<file path="src/design/bmf_pkg.sv">
// Shared constants, types and the reciprocal table of the box mean filter.
// No dependencies.
`default_nettype none
package bmf_pkg;

    localparam int PIX_W          = 8;
    localparam int WS_W           = 4;
    localparam int FW_W           = 11;
    localparam int FH_W           = 11;
    localparam int POS_W          = 10;
    localparam int HEIGHT_LIMIT   = 1024;
    localparam int MAX_WINDOW_DEF = 8;
    localparam int MAX_WIDTH_DEF  = 1024;
    localparam int QUEUE_DEPTH    = 4;
    localparam int RECIP_SHIFT    = 24;
    localparam int RECIP_W        = 25;
    localparam int RECIP_SPLIT    = 12;
    localparam int CFG_IDX_W      = 2;
    localparam int CFG_DATA_W     = 11;

    typedef enum logic [CFG_IDX_W-1:0] {
        CFG_WINDOW = 2'd0,
        CFG_WIDTH  = 2'd1,
        CFG_HEIGHT = 2'd2
    } t_cfg_idx;

    // per-column control that rides with each column sum
    typedef struct packed {
        logic             emit;
        logic             done;
        logic             restart;
        logic [POS_W-1:0] col;
        logic [POS_W-1:0] row;
    } t_col_ctl;

    localparam int CTL_W = $bits(t_col_ctl);

    // ceil(2^24 / (ws*ws)); exact truncated quotient for sums below 2^24/(ws*ws)
    function automatic logic [RECIP_W-1:0] recip(input logic [4:0] ws);
        logic [RECIP_W-1:0] v;
        unique case (ws)
            5'd1:    v = 25'd16777216;
            5'd2:    v = 25'd4194304;
            5'd3:    v = 25'd1864136;
            5'd4:    v = 25'd1048576;
            5'd5:    v = 25'd671089;
            5'd6:    v = 25'd466034;
            5'd7:    v = 25'd342393;
            5'd8:    v = 25'd262144;
            5'd9:    v = 25'd207127;
            5'd10:   v = 25'd167773;
            5'd11:   v = 25'd138655;
            5'd12:   v = 25'd116509;
            5'd13:   v = 25'd99274;
            5'd14:   v = 25'd85599;
            5'd15:   v = 25'd74566;
            5'd16:   v = 25'd65536;
            default: v = 25'd0;
        endcase
        return v;
    endfunction

endpackage
`default_nettype wire

</file>
<file path="src/design/bmf_back.sv">
// Back end: horizontal sum of column sums, reciprocal multiply, output register.
// Depends on bmf_pkg.
`default_nettype none
module bmf_back #(
    parameter int MAX_WINDOW = bmf_pkg::MAX_WINDOW_DEF,
    parameter int SW         = $clog2(MAX_WINDOW + 1),
    parameter int CS_W       = $clog2(MAX_WINDOW * 255 + 1),
    parameter int SUM_W      = $clog2(MAX_WINDOW * MAX_WINDOW * 255 + 1)
) (
    input  wire                       i_clk,
    input  wire                       i_rst_n,
    input  wire [SW-1:0]              i_ws,
    input  wire                       i_q_nonempty,
    input  wire [CS_W-1:0]            i_cs,
    input  bmf_pkg::t_col_ctl         i_ctl,
    output logic                      o_pop,
    output logic                      o_valid,
    input  wire                       i_ready,
    output logic [bmf_pkg::PIX_W-1:0] o_mean,
    output logic [bmf_pkg::POS_W-1:0] o_col,
    output logic [bmf_pkg::POS_W-1:0] o_row,
    output logic                      o_done
);

    localparam int LO_W = bmf_pkg::RECIP_SPLIT;
    localparam int HI_W = bmf_pkg::RECIP_W - LO_W;
    localparam int TOT_W = SUM_W + bmf_pkg::RECIP_W;

    logic [CS_W-1:0]         r_tap [MAX_WINDOW];
    logic [CS_W-1:0]         n_tap [MAX_WINDOW];
    logic [SUM_W-1:0]        n_sum;
    logic                    adv;
    logic                    r_av;
    logic [SUM_W-1:0]        r_asum;
    bmf_pkg::t_col_ctl       r_actl;
    logic                    r_bv;
    logic [SUM_W+HI_W-1:0]   r_phi;
    logic [SUM_W+LO_W-1:0]   r_plo;
    bmf_pkg::t_col_ctl       r_bctl;
    logic [bmf_pkg::RECIP_W-1:0] rc;
    logic [TOT_W-1:0]        total;
    logic                    r_ov;
    logic [bmf_pkg::PIX_W-1:0] r_mean;
    bmf_pkg::t_col_ctl       r_octl;

    assign adv   = !r_ov || i_ready;
    assign o_pop = adv && i_q_nonempty;
    assign rc    = bmf_pkg::recip(5'(i_ws));

    // shift in the new column; a line start clears older columns
    always_comb begin
        n_tap[0] = i_cs;
        for (int i = 1; i < MAX_WINDOW; i++) begin
            n_tap[i] = i_ctl.restart ? '0 : r_tap[i-1];
        end
        n_sum = '0;
        for (int i = 0; i < MAX_WINDOW; i++) begin
            if (i < int'(i_ws)) n_sum = n_sum + SUM_W'(n_tap[i]);
        end
    end

    always_ff @(posedge i_clk) begin
        if (o_pop) begin
            r_tap  <= n_tap;
            r_asum <= n_sum;
            r_actl <= i_ctl;
        end
        if (adv) begin
            r_phi  <= (SUM_W+HI_W)'(r_asum) * (SUM_W+HI_W)'(rc[bmf_pkg::RECIP_W-1:LO_W]);
            r_plo  <= (SUM_W+LO_W)'(r_asum) * (SUM_W+LO_W)'(rc[LO_W-1:0]);
            r_bctl <= r_actl;
            r_mean <= total[bmf_pkg::RECIP_SHIFT +: bmf_pkg::PIX_W];
            r_octl <= r_bctl;
        end
    end

    assign total = (TOT_W'(r_phi) << LO_W) + TOT_W'(r_plo);

    always_ff @(posedge i_clk) begin
        if (!i_rst_n) begin
            r_av <= 1'b0;
            r_bv <= 1'b0;
            r_ov <= 1'b0;
        end else if (adv) begin
            r_av <= o_pop;
            r_bv <= r_av;
            r_ov <= r_bv && r_bctl.emit;
        end
    end

    assign o_valid = r_ov;
    assign o_mean  = r_mean;
    assign o_col   = r_octl.col;
    assign o_row   = r_octl.row;
    assign o_done  = r_octl.done;

endmodule
`default_nettype wire

</file>
<file path="config.mk">
export PLATFORM = sky130hd
export DESIGN_NAME = bmf_back
export DESIGN_NICKNAME = d
export VERILOG_FILES = /design/src/design/bmf_pkg.sv /design/src/design/bmf_back.sv
export SDC_FILE = /design/constraint.sdc
export NUM_CORES = 1
export LEC_CHECK = 0
export ABC_AREA = 1
export BUFFER_PORTS_ARGS = -buffer_cell sky130_fd_sc_hd__buf_2
export CAP_MARGIN = 20
export CORE_MARGIN = 3
export CORE_UTILIZATION = 30
export CTS_CLUSTER_DIAMETER = 30
export DETAILED_ROUTE_END_ITERATION = 8
export PLACE_DENSITY_LB_ADDON = 0.15
export SLEW_MARGIN = 20
export SYNTH_ARGS = -nofsm -noshare
export SYNTH_HDL_FRONTEND = slang
export SYNTH_SLANG_ARGS = --single-unit
</file>
<file path="constraint.sdc">
create_clock -name i_clk -period 10.1 [get_ports i_clk]
set_input_delay 0.505 -clock i_clk [delete_from_list [all_inputs] [get_ports i_clk]]
set_output_delay 0.505 -clock i_clk [all_outputs]
set_load 0.03 [all_outputs]
</file>
==> results.py <==
metrics = {
    "outcome": {
        "status": "finished, final reports clean",
    },
    "floorplanning": {
        "io_pins": 73,
        "fp.dieH_um": 276,
        "start_util_pct": 30.4,
        "die_area_um2": 76100,
        "num_rows": 98,
        "core_um2": 71900,
        "die_w_um": 276,
    },
    "power": {
        "power.density_nw_per_um2": 387,
        "leakagePower_nw": 12.5,
        "finalPower_mw": 9.73,
        "peakVddDrop_v": 0.000534,
    },
    "clock_network": {
        "cts_buffer_depth": 3,
        "clk_latency_ns": 0.61,
        "cts_tree": "done",
        "clock-root-buffer": "clkbuf_16",
        "clkSinkCount": 201,
        "htree_levels": 2,
        "post_cts_buffers": 0,
        "cts_buffers": 59,
        "path_clk_slew_ns": 0.04,
    },
    "sta": {
        "hold_viol": 0,
        "clock.fmax_mhz": 109,
        "setup_tns_ns": 0,
        "drv_slew": 0,
        "relSlewSlack_pct": 25.4,
        "worst_slack_ns": 0.949,
        "layout_min_cycle_time_ns": 9.15,
        "setup_viol": 0,
        "fin_worst_skew_ns": 0.0615,
        "rsz0062_at_grt": "false",
        "tightest_slew_ns": 1.11,
        "fin_crit_sh_pct": 90.6,
    },
    "hold_path": {
        "hp-class": "primary input to register",
        "hold_depth": 1,
    },
    "placement": {
        "port-buffer-count": 72,
        "finalWeightedCongestion": 0.861,
        "dp_hpwl_um": 45500,
        "dpl_cell_area_um2": 23200,
        "pre_cts_slack_ns": 0.226,
    },
    "yosys": {
        "synth.distinct_cells": 51,
        "synthesis.area_um2": 21900,
        "synth_seq_cells": 201,
        "ys_top_cells_by_count": "inv_1 (531), nand2_1 (520), nor2_1 (275)",
        "synth_edf_count": 198,
        "yosysMostFrequentCell": "inv_1",
        "synth.top_cell.area_share_pct": 27.2,
        "synth_area_leader_cell": "edfxtp_1",
        "syn_avg_cell_area_um2": 8.49,
        "seq_area_frac_synth_pct": 27.5,
        "netlist_instances": 2575,
        "synthArstFlopShare_pct": 0,
        "yosysWarnings": 0,
        "ys_top_cells_by_area": "edfxtp_1 (27%), fa_1 (20%), ha_1 (12%), inv_1 (9.1%), nand2_1 (8.9%)",
        "syn_nets": 3056,
        "ys.flop_type": "edfxtp_1",
    },
    "worst_setup_path": {
        "worstPathMaxFanout": 9,
        "critical_path_class": "primary input to register",
        "setup.worst_path.end_class": "register",
        "slowest_delay_ns": 0.37,
        "rr_worst_depth": 60,
        "cp_data_arrival_time_ns": 9.46,
        "cp_common_cell": "nand2_1",
        "slowest_stage": "fa_1",
        "crit_path_start_kind": "primary input",
        "critPathRequiredTime_ns": 10.41,
    },
    "routing": {
        "wl_per_cell_um": 15.5,
        "drtIter0Drc": 913,
        "viasPerCell": 4.54,
        "drt_pass1_iterations": 5,
        "drc": 0,
        "ant_nets": 0,
        "routed_wl_um": 56800,
        "vias": 16606,
    },
    "finish": {
        "multi_input_area_um2": 13500,
        "n_fill_cell": 7444,
        "utilization_pct": 35.0,
        "nNetsFinal": 3138,
        "design_area_um2": 25200,
        "drive_above_1_share_pct": 9.35,
        "seq_area_um2": 6010,
        "areaGrowthSynthToFinish_pct": 15.1,
    },
    "global_routing": {
        "antenna_found_initial": 2,
        "grt_usage_pct": 15.5,
        "overflow": 0,
        "grt_first_pass_wirelength_um": 93700,
        "grt_max_degree": 68,
        "first_global_vias": 17722,
    },
    "job": {
        "drv_cap": 0,
    },
}
## critical path, delay by kind of cell
| family | cells | cell delay [ns] |
|---|---|---|
| AOI/OAI and AO/OA | 10 | 1.24 |
| xor gates and xnor gates | 5 | 0.75 |
| adders and majority gates | 9 | 2.79 |
| buffers and inverters | 9 | 0.87 |
| and+or+nand+nor | 31 | 3.29 |
## metrics by stage
| stage | cells | hold slack, ns |
|---|---|---|
| after floorplan | 2575 | 0.400 |
| after detailed placement | 3545 | 0.405 |
| after CTS | 3655 | 0.0285 |
| final | 3658 | 0.0733 |
| after global routing | 3656 | 0.0386 |
| after global placement | 3545 | 0.401 |
## layout make-up
class / count / area share, %
multi-input cells: 1763 / 53.8
flip-flops and latches: 201 / 23.9
diodes: 2 / 0.0199
repair buffers: 91 / 2.00
clock buffers: 67 / 5.99
inverters: 541 / 8.09
clock inverters: 43 / 1.48
well taps: 950 / 4.73
## timing repair
action	CTS	global route
hold buffers	0	0
endpoints found under the setup margin	0	3
gates resized for setup	0	5
## layer usage
metal	routed length, um	GRT usage, %	vias up	part of all wire, %
met4	1610	4.87	0	2.8
li1	-	-	8257	-
met3	2270	2.29	89	4.0
met1	26900	20.8	7941	47
met5	0	0	-	0
met2	26100	25.8	319	46
## worst paths after layout
path | from | to | slack (ns)
max | i_ws[0] | r_asum[13]$_DFFE_PP_ | 0.95
min | i_ctl[1] | r_actl[1]$_DFFE_PP_ | 0.07
max reg2reg | r_tap[77]$_DFFE_PP_ | r_asum[13]$_DFFE_PP_ | 1.34
min reg2reg | r_bctl[11]$_DFFE_PN_ | o_col[1]$_DFFE_PN_ | 0.41
## power by group
group | internal [mW] | total [mW] | switching, mW
Clock | 1.16 | 1.71 | 0.558
Combinational | 2.52 | 6.51 | 3.98
Sequential | 1.36 | 1.51 | 0.146
## sequential cells by signal (all words and copies together) (netlist names)
signal	count
o_mean	8
o_col	10
o_done	1
o_row	10
r_bctl	22
r_tap	77
r_asum	14
r_bv	1
o_valid	1
r_phi	20
r_av	1
r_plo	14
r_actl	22
## cell usage in the layout (no fill, tap or decap), drive strengths merged, types with 7 or more instances in the layout
master and instances:
clkbuf 67, a21oi 111, ha 218, xor2 55, or2 9, a31oi 18, edfxtp 198, and2 12
nand3 105, nand4 14, buf 91, fa 221, xnor2 26, a21o 7, nand2 538, nand3b 7
clkinv 37, nor2 281, o21bai 7, nor3 11, o21ai 98, inv 538
## cells by family (layout without fill, tap and decap cells)
kind of cell    count (synthesis)  after routing  synth area share (%)
buf+inv                       611            742                  10.6
compound gates                265            265                  7.00
fa+ha+maj                     439            439                  32.7
flops                         201            201                  27.5
simple gates                  978            978                  18.9
other cells                     0              2                     0
xor+xnor                       81             81                  3.25
Power figures use the tool's default switching activity.
