`src/design/bmf_pkg.sv`:
```
// Shared constants, types and the reciprocal table of the box mean filter.
// No dependencies.
`default_nettype none
package bmf_pkg;

    localparam int PIX_W          = 8;
    localparam int WS_W           = 4;
    localparam int FW_W           = 11;
    localparam int FH_W           = 11;
    localparam int POS_W          = 10;
    localparam int HEIGHT_LIMIT   = 1024;
    localparam int MAX_WINDOW_DEF = 8;
    localparam int MAX_WIDTH_DEF  = 1024;
    localparam int QUEUE_DEPTH    = 4;
    localparam int RECIP_SHIFT    = 24;
    localparam int RECIP_W        = 25;
    localparam int RECIP_SPLIT    = 12;
    localparam int CFG_IDX_W      = 2;
    localparam int CFG_DATA_W     = 11;

    typedef enum logic [CFG_IDX_W-1:0] {
        CFG_WINDOW = 2'd0,
        CFG_WIDTH  = 2'd1,
        CFG_HEIGHT = 2'd2
    } t_cfg_idx;

    // per-column control that rides with each column sum
    typedef struct packed {
        logic             emit;
        logic             done;
        logic             restart;
        logic [POS_W-1:0] col;
        logic [POS_W-1:0] row;
    } t_col_ctl;

    localparam int CTL_W = $bits(t_col_ctl);

    // ceil(2^24 / (ws*ws)); exact truncated quotient for sums below 2^24/(ws*ws)
    function automatic logic [RECIP_W-1:0] recip(input logic [4:0] ws);
        logic [RECIP_W-1:0] v;
        unique case (ws)
            5'd1:    v = 25'd16777216;
            5'd2:    v = 25'd4194304;
            5'd3:    v = 25'd1864136;
            5'd4:    v = 25'd1048576;
            5'd5:    v = 25'd671089;
            5'd6:    v = 25'd466034;
            5'd7:    v = 25'd342393;
            5'd8:    v = 25'd262144;
            5'd9:    v = 25'd207127;
            5'd10:   v = 25'd167773;
            5'd11:   v = 25'd138655;
            5'd12:   v = 25'd116509;
            5'd13:   v = 25'd99274;
            5'd14:   v = 25'd85599;
            5'd15:   v = 25'd74566;
            5'd16:   v = 25'd65536;
            default: v = 25'd0;
        endcase
        return v;
    endfunction

endpackage
`default_nettype wire

```
`src/design/bmf_queue.sv`:
```
// Short FIFO between front and back ends.
// Depends on bmf_pkg.
`default_nettype none
module bmf_queue #(
    parameter int DW = 8
) (
    input  wire                 i_clk,
    input  wire                 i_rst_n,
    input  wire                 i_push,
    input  wire [DW-1:0]        i_data,
    input  wire                 i_pop,
    output logic                o_nonempty,
    output logic [DW-1:0]       o_data,
    output logic [$clog2(bmf_pkg::QUEUE_DEPTH+1)-1:0] o_count
);

    localparam int AW = $clog2(bmf_pkg::QUEUE_DEPTH);

    logic [DW-1:0] r_mem [bmf_pkg::QUEUE_DEPTH];
    logic [AW-1:0] r_wp;
    logic [AW-1:0] r_rp;
    logic [$clog2(bmf_pkg::QUEUE_DEPTH+1)-1:0] r_cnt;

    always_ff @(posedge i_clk) begin
        if (!i_rst_n) begin
            r_wp  <= '0;
            r_rp  <= '0;
            r_cnt <= '0;
        end else begin
            if (i_push) r_wp <= r_wp + 1'b1;
            if (i_pop)  r_rp <= r_rp + 1'b1;
            if (i_push && !i_pop) begin
                r_cnt <= r_cnt + 1'b1;
            end else if (i_pop && !i_push) begin
                r_cnt <= r_cnt - 1'b1;
            end
        end
    end

    always_ff @(posedge i_clk) begin
        if (i_push) r_mem[r_wp] <= i_data;
    end

    assign o_data     = r_mem[r_rp];
    assign o_nonempty = (r_cnt != '0);
    assign o_count    = r_cnt;

endmodule
`default_nettype wire

```
`config.mk`:
```
export PLATFORM = sky130hd
export DESIGN_NAME = bmf_queue
export DESIGN_NICKNAME = d
export VERILOG_FILES = /design/src/design/bmf_pkg.sv /design/src/design/bmf_queue.sv
export SDC_FILE = /design/constraint.sdc
export NUM_CORES = 1
export LEC_CHECK = 0
export BUFFER_PORTS_ARGS = -buffer_cell sky130_fd_sc_hd__buf_2
export CAP_MARGIN = 20
export CELL_PAD_IN_SITES_DETAIL_PLACEMENT = 0
export CELL_PAD_IN_SITES_GLOBAL_PLACEMENT = 1
export CORE_AREA = 2 2 62 64
export DETAILED_ROUTE_END_ITERATION = 16
export DIE_AREA = 0 0 64 66
export HOLD_SLACK_MARGIN = 0.02
export PLACE_DENSITY_LB_ADDON = 0.1
export SLEW_MARGIN = 0
export SYNTH_ARGS = -nofsm -noshare
export SYNTH_HDL_FRONTEND = slang
export SYNTH_SLANG_ARGS = --single-unit
```
`constraint.sdc`:
```
create_clock -name i_clk -period 2.3 [get_ports i_clk]
set_clock_uncertainty 0.2 [all_clocks]
set_input_delay 0.345 -clock i_clk [delete_from_list [all_inputs] [get_ports i_clk]]
set_output_delay 0.345 -clock i_clk [all_outputs]
set_load 0.05 [all_outputs]
```
==> results of run 1 <==
## per-layer routing
metal  share of wire (%)  vias up  GRT usage (%)
li1                    -      388              -
met1                  44      374           15.0
met2                  50       20           22.1
met3                 4.6        4           4.60
met4                 1.4        0           5.71
met5                   0        -              0
## worst reg2reg max path: stages (launching register included)
cell	delay (ps)
dfxtp_1	370
fa_1	440
xor2_1	160
or3_1	300
a21boi_1	130
## registers in the layout (all words and copies together), names as in the netlist, named ones only
name,flops
o_count,3
r_mem,32
r_rp,2
r_wp,2
## power by group
part	internal, mW	switching (mW)
logic	0.109	0.208
registers	0.845	0.0253
clock network	0.228	0.217
total	1.18	0.450
## cell families (layout without fill, tap and decap cells)
family | count (synthesis) | count (layout) | share of synthesized area, %
and+or+nand+nor | 14 | 14 | 5.33
AOI/OAI and AO/OA | 2 | 2 | 0.784
buffers and inverters | 6 | 44 | 1.96
DFF | 41 | 41 | 71.5
xor gates and xnor gates | 5 | 5 | 2.74
adders and majority gates | 6 | 6 | 5.17
muxes | 10 | 10 | 12.5
## cell usage in the layout (no fill, tap or decap)
master	count
xnor2_1	2
dfxtp_1	9
xor2_1	3
o21ai_0	1
a21boi_1	1
buf_2	23
clkbuf_4	5
mux4_2	8
nand2_1	1
ha_1	5
buf_4	1
or3_1	2
and2_1	9
edfxtp_1	32
fa_1	1
dlygate4sd3_1	8
mux2i_1	2
clkbuf_1	1
bufinv_16	1
inv_1	4
clkinv_2	1
nor2b_1	2
## how the worst max path moves through the flow
stage          startpoint         end  slack, ps  cells past startpoint
2_1_floorplan  o_count[0]  o_count[2]        480                      4
3_3_place_gp       i_push  o_count[2]        350                      7
3_5_place_dp       i_push  o_count[2]        280                      7
4_1_cts              flop   o_data[2]        100                      3
5_1_grt              flop   o_data[5]         30                      3
6_report             flop   o_data[2]        140                      3
## stage by stage
stage,instance area (µm²),util (%),std cells,total power [mW],hold slack (ps)
floorplan,1600,-,84,1.13,244
global placement,1760,49.6,154,1.20,283
detailed placement,1760,49.6,154,1.20,295
CTS,1920,54.1,170,1.66,88.6
global route,1920,54.1,170,1.71,82.6
finish,1920,54.1,170,1.63,99.9
## cell type report
cell class,count,area share [%]
well taps,48,3.13
repair buffers,32,10.6
multi-input cells,37,22.1
clock inverters,2,1.83
flip-flops and latches,41,59.5
inverters,4,0.782
clock buffers,6,2.15
## timing repair
action,CTS,global route
resized for setup,0,0
hold buffers,8,0
endpoints found under the hold margin,29,0
## synth_stat cells (all sizes together)
cell type / n
nand2: 1
fa: 1
inv: 4
or3: 2
buf: 1
mux4: 8
xor2: 3
edfxtp: 32
mux2i: 2
clkbuf: 1
nor2b: 2
ha: 5
xnor2: 2
o21ai: 1
dfxtp: 9
and2: 9
a21boi: 1
==> results_dict.tcl, run 1 <==
set metrics [dict create \
    hold_viol 0 \
    finalWirelength_mm 2.37 \
    grt_pass1_wl_mm 3.90 \
    gp_congestion 0.649 \
    tightest_slew_ps 448 \
    ir_worst_vdd_v 0.000389 \
    worst_hold_path.num_cells 2 \
    fillers 290 \
    slowest_delay_ps 530 \
    end_kind "output pin" \
    reg2reg_depth 4 \
    slew_viol_final 0 \
    avgViaCountPerCell 4.62 \
    fmax_mhz 464 \
    rsz0062_at_grt "no" \
    first_iter_violations 22 \
    cp_top_family "multiplexers" \
    core_area_um2 3550 \
    cts_buffers 5 \
    tns_ps 0 \
    grt-ovfl-total 0 \
    drive_gt1_share_pct 32.0 \
    avgSynthCellArea_um2 19.0 \
    relSlewSlack_pct 70.1 \
    drtPass1Iterations 3 \
    hold_end "o_count[0]" \
    die_h_um 66 \
    cp_max_fo 8 \
    row_count 22 \
    finalSetupViolCount 0 \
    fin_ws_ps 143 \
    maxCapViolations 0 \
    cts-htree-levels 2 \
    status "finished, final reports clean" \
    critPathLaunchType "flop" \
    start_util_pct 45.0 \
    antenna_found_initial 0 \
    timing.rr.end "o_count[2]" \
    regArea_um2 1140 \
    reg2reg_from "o_count[0]" \
    worst-path-buf-inv 2 \
    io_buffers 23 \
    crit_type "reg -> out" \
    nets 139 \
    cp.arrival_ps 1610 \
    grt_usage_pct 13.1 \
    syn_inst 84 \
    cts.clk_slew.worst_paths_ps 110 \
    hpwl_mm 1.57 \
    multi_input_area_um2 424 \
    area_growth_syn_to_layout_pct 20.2 \
    ys_seq_elements 41 \
    cellLeakagePower_nw 0.716 \
    routedWlPerCell_um 13.9 \
    post_cts_buffers 0 \
    seq_area_frac_synth_pct 71.5 \
    dp_slack_ps 284 \
    worstPathCellList "buf_4 -> mux4_2 -> buf_2" \
    synth_nets 102 \
    clk_latency_ps 330 \
    yosysWarnings 0 \
    clockRootBuffer "clkbuf_4" \
    synth.distinct_cells 17 \
    die_area_um2 4220 \
    min_period_ps 2160 \
    yosysTopAreaCell "edfxtp_1" \
    cts_tree "yes" \
    cp_slowest_cell "mux4_2" \
    grt_pass1_vias 792 \
    ant_nets 0 \
    ys_top_cells_by_area "edfxtp_1 60%, dfxtp_1 11%, mux4_2 11%" \
    vias 786 \
    min_path_type "in -> reg" \
    p_per_area_nw_per_um2 850 \
    die_w_um 64 \
    r2r_setup_slack_ps 640 \
    hp-start "i_rst_n" \
    cts_buffer_depth 2 \
    drc 0 \
    cp.required_ps 1750 \
    synth_top_cell_area_share_pct 60.2 \
    fin_crit_sh_pct 93.8 \
    cts_sinks 41 \
    diodes 0 \
    ioPinCount 24 \
    grt_start_max_net_pins 14 \
    syn-cell-area_um2 1600 \
]
(Power assumes the default switching activity.)
==> inputs of run 2 (changes only) <==
Settings changed: GPL_TIMING_DRIVEN from default to 0.
Clock period 2.3 ns to 2.2 ns, I/O delays scaled along.
==> results_dict.tcl, run 2 (synthesis gave the netlist of run 1 again) <==
set metrics [dict create \
    fmax_mhz 476 \
    die_h_um 66 \
    final_cell_mix "32 x edfxtp_1, 20 x buf_2, 9 x and2_1, 9 x dfxtp_1" \
    maxCapViolations 0 \
    cp_slowest_cell "mux4_2" \
    fin_crit_sh_pct 95.5 \
    place_inst 155 \
    worst-path-buf-inv 2 \
    grt_pass1_vias 814 \
    die_area_um2 4220 \
    gp_congestion 0.661 \
    vias 819 \
    worstPathCellList "buf_6 -> mux4_2 -> buf_2" \
    clockRootBuffer "clkbuf_4" \
    rsz0062_at_grt "no" \
    worst_hold_path.num_cells 2 \
    drtPass1Iterations 4 \
    fin_area_um2 1940 \
    slew_viol_final 0 \
    cts_tree "yes" \
    reg2reg_from "o_count[0]" \
    slowest_delay_ps 500 \
    grt_usage_pct 13.0 \
    crit_type "reg -> out" \
    area_growth_syn_to_layout_pct 21.6 \
    fin_cells 171 \
    post_cts_buffers 0 \
    drive_gt1_share_pct 32.5 \
    status "finished, final reports clean" \
    clk_latency_ps 330 \
    tns_ps 0 \
    end_kind "output pin" \
    cp.arrival_ps 1570 \
    min_path_type "in -> reg" \
    relSlewSlack_pct 71.6 \
    grt_start_max_net_pins 14 \
    largest_reg_flops 32 \
    min_period_ps 2100 \
    cts_buffer_depth 2 \
    grt_pass1_wl_mm 3.87 \
    cp_top_family "multiplexers" \
    hp-start "i_rst_n" \
    avgViaCountPerCell 4.79 \
    r2r_setup_slack_ps 520 \
    die_w_um 64 \
    reg2reg_depth 4 \
    nets 140 \
    critPathLaunchType "flop" \
    timing.rr.end "o_count[2]" \
    diodes 0 \
    ir_worst_vdd_v 0.000474 \
    ant_nets 0 \
    total_power_mw 1.72 \
    first_iter_violations 20 \
    routedWlPerCell_um 13.8 \
    cts_sinks 41 \
    start_util_pct 45.0 \
    tightest_slew_ps 426 \
    hold_viol 0 \
    fillers 291 \
    largest-register "r_mem" \
    cp.required_ps 1670 \
    antenna_found_initial 0 \
    finalWirelength_mm 2.36 \
    cts_buffers 5 \
    cellLeakagePower_nw 0.722 \
    cp_max_fo 8 \
    io_buffers 23 \
    cts-htree-levels 2 \
    drc 0 \
    row_count 22 \
    final_util_pct 54.7 \
    cts.clk_slew.worst_paths_ps 110 \
    grt-ovfl-total 0 \
    p_per_area_nw_per_um2 885 \
    core_area_um2 3550 \
    finalSetupViolCount 0 \
    ioPinCount 24 \
    dpl_cell_area_um2 1770 \
    final_common_cell "edfxtp_1" \
]
## run 2: changes by cell type in the layout (fill, tap and decap cells not counted)
cell	change
clkinv_2	-1
clkinv_1	+1
buf_6	+2
buf_2	-3
buf_4	+1
clkbuf_1	-1
clkinvlp_4	+1
clkbuf_2	+1
## run 2: report_power, final
part / switching [mW] / internal (mW)
clock: 0.232 / 0.235
sequential: 0.0234 / 0.884
combinational: 0.222 / 0.122
total: 0.478 / 1.24
## run 2: area by class of cell
class,count,area (µm²),area share [%]
multi-input combinational,37,424,21.8
tap,48,60.1,3.09
clock buffer,5,37.5,1.93
timing repair buffer,31,206,10.6
sequential,41,1140,58.8
clock inverter,3,41.3,2.13
inverter,4,15.0,0.773
buffer,2,16.3,0.838
## run 2: per-layer routing
layer	up-vias	wire, µm	GRT usage [%]
met5	-	0	0
met4	0	27	4.08
met3	4	104	5.11
met2	24	1280	23.3
met1	403	952	13.9
li1	388	-	-
## run 2: worst max-delay path by stage
stage | startpoint | slack, ps | to | depth (start not counted)
2_1_floorplan | o_count[0] | 380 | o_count[2] | 4
6_report | flop | 100 | o_data[0] | 3
5_1_grt | flop | 2 | o_data[1] | 3
4_1_cts | flop | 40 | o_data[5] | 3
3_5_place_dp | i_push | 190 | o_count[2] | 7
3_3_place_gp | i_push | 240 | o_count[2] | 7
## run 2: stage by stage
| step | hold slack (ps) | worst slack (ps) |
|---|---|---|
| final | 88.8 | 99.3 |
| after floorplan | 229 | 378 |
| after global placement | 282 | 235 |
| after CTS | 75.8 | 42.9 |
| after detailed placement | 315 | 185 |
| after global routing | 82.3 | 2.18 |
## run 2: repair_timing
item,CTS,global route
hold endpoints to repair,32,0
endpoints found under the setup margin,0,3
hold buffers,8,0
gates resized for setup,0,7
==> inputs of run 3 (changes only) <==
Settings changed: CORE_AREA 2 2 62 64 to 2 2 65 61, DIE_AREA 0 0 64 66 to 0 0 67 63.
==> results_dict.tcl, run 3 (synthesis gave the netlist of run 1 again) <==
set metrics [dict create \
    core_area_um2 3570 \
    die_area_um2 4220 \
    antenna_found_initial 0 \
    cts_sinks 41 \
    r2r_setup_slack_ps 550 \
    reg2reg_from "o_count[0]" \
    fin_cells 161 \
    largest_reg_flops 32 \
    avgViaCountPerCell 4.89 \
    crit_type "reg -> out" \
    post_cts_resized 0 \
    fin_crit_sh_pct 93.1 \
    end_kind "output pin" \
    slew_viol_final 0 \
    clk_latency_ps 280 \
    nets 132 \
    area_growth_syn_to_layout_pct 16.5 \
    die_w_um 67 \
    critPathLaunchType "flop" \
    cts_tree "yes" \
    hpwl_mm 1.53 \
    finalSetupViolCount 0 \
    worstPathCellList "buf_6 -> mux4_2 -> buf_2" \
    grt_pass1_wl_mm 3.74 \
    cp.required_ps 1670 \
    drive_gt1_share_pct 33.9 \
    grt.busiest_layer "met2" \
    grt_pass1_vias 802 \
    hp-start "i_data[5]" \
    cts.clk_slew.worst_paths_ps 70 \
    rsz0062_at_grt "no" \
    gp_congestion 0.599 \
    largest-register "r_mem" \
    grt_usage_pct 13.1 \
    first_iter_violations 44 \
    final_cell_mix "32 x edfxtp_1, 23 x buf_2, 9 x and2_1, 9 x dfxtp_1, 8 x mux4_2" \
    io_buffers 23 \
    ant_nets 0 \
    fillers 328 \
    place_inst 153 \
    die_h_um 63 \
    grt_start_max_net_pins 13 \
    diodes 0 \
    finalWirelength_mm 2.29 \
    drc 0 \
    grtUsageMet2_pct 21.7 \
    min_period_ps 2050 \
    timing.rr.end "o_count[2]" \
    final_common_cell "edfxtp_1" \
    cp_max_fo 8 \
    reg2reg_depth 4 \
    regArea_um2 1140 \
    drtPass1Iterations 4 \
    ir_worst_vdd_v 0.000453 \
    use_met3_pct 4.32 \
    cp.arrival_ps 1520 \
    grt-ovfl-total 0 \
    ioPinCount 24 \
    hold_viol 0 \
    cellLeakagePower_nw 0.691 \
    post_cts_buffers 0 \
    dpl_cell_area_um2 1770 \
    start_util_pct 44.7 \
    multi_input_area_um2 424 \
    p_per_area_nw_per_um2 922 \
    clockRootBuffer "clkbuf_8" \
    final_util_pct 52.0 \
    row_count 21 \
    slowest_delay_ps 520 \
    grt_use_met1_pct 13.8 \
    status "finished, final reports clean" \
    hold_end "r_mem[1][5]" \
    vias 788 \
    cts_buffer_depth 2 \
    fin_area_um2 1860 \
    min_path_type "in -> reg" \
    maxCapViolations 0 \
    cp_slowest_cell "mux4_2" \
    cts_hold_buf 0 \
    tns_ps 0 \
    tightest_slew_ps 440 \
    fmax_mhz 488 \
    routedWlPerCell_um 14.2 \
    worst_hold_path.num_cells 1 \
    cts_buffers 5 \
    relSlewSlack_pct 70.7 \
    cts-htree-levels 2 \
]
-- run 3: cell count changes in the layout (fill, tap and decap cells not counted), moves of 2 or more --
cell and delta:
buf_2 +3, clkbuf_8 +6, buf_4 -2, clkbuf_1 +2, dlygate4sd3_1 -8, clkbuf_4 -5
-- run 3: how the worst max path moves through the flow --
stage | start | end | cells past startpoint
after global placement | i_push | o_count[2] | 7
after floorplan | o_count[0] | o_count[2] | 4
after CTS | flop | o_data[2] | 3
after global routing | flop | o_data[2] | 3
after detailed placement | i_push | o_count[2] | 7
final | flop | o_data[2] | 3
-- run 3: critical path: cells and delay by family, from the launching register on --
family | cells | cell delay [ps]
buffers and inverters | 2 | 400
flip-flops | 1 | 330
multiplexers | 1 | 520
-- run 3: layer usage --
layer,vias up,wire [µm],share of wire (%)
li1,371,-,-
met1,393,929,41
met2,20,1180,51
met3,4,116,5.1
met4,0,63,2.8
met5,-,0,0
-- run 3: stage by stage --
stage | power, mW | hold slack [ps] | setup slack [ps]
6_report | 1.71 | 60.6 | 152
5_1_grt | 1.80 | 39.1 | 79.7
4_1_cts | 1.75 | 40.1 | 110
3_5_place_dp | 1.26 | 300 | 221
3_3_place_gp | 1.25 | 282 | 215
2_1_floorplan | 1.18 | 229 | 378
-- run 3: power breakdown --
part	switching, mW	leakage (nW)	internal, mW	total (mW)
logic	0.219	0.277	0.107	0.326
clock network	0.225	0.0455	0.255	0.481
registers	0.0227	0.368	0.884	0.907
-- run 3: layout make-up --
cell class | count | area share (%)
sequential | 41 | 61.4
tap | 46 | 3.10
timing repair buffer | 23 | 6.19
multi-input combinational | 37 | 22.8
buffer | 2 | 0.875
clock buffer | 8 | 4.85
inverter | 4 | 0.808
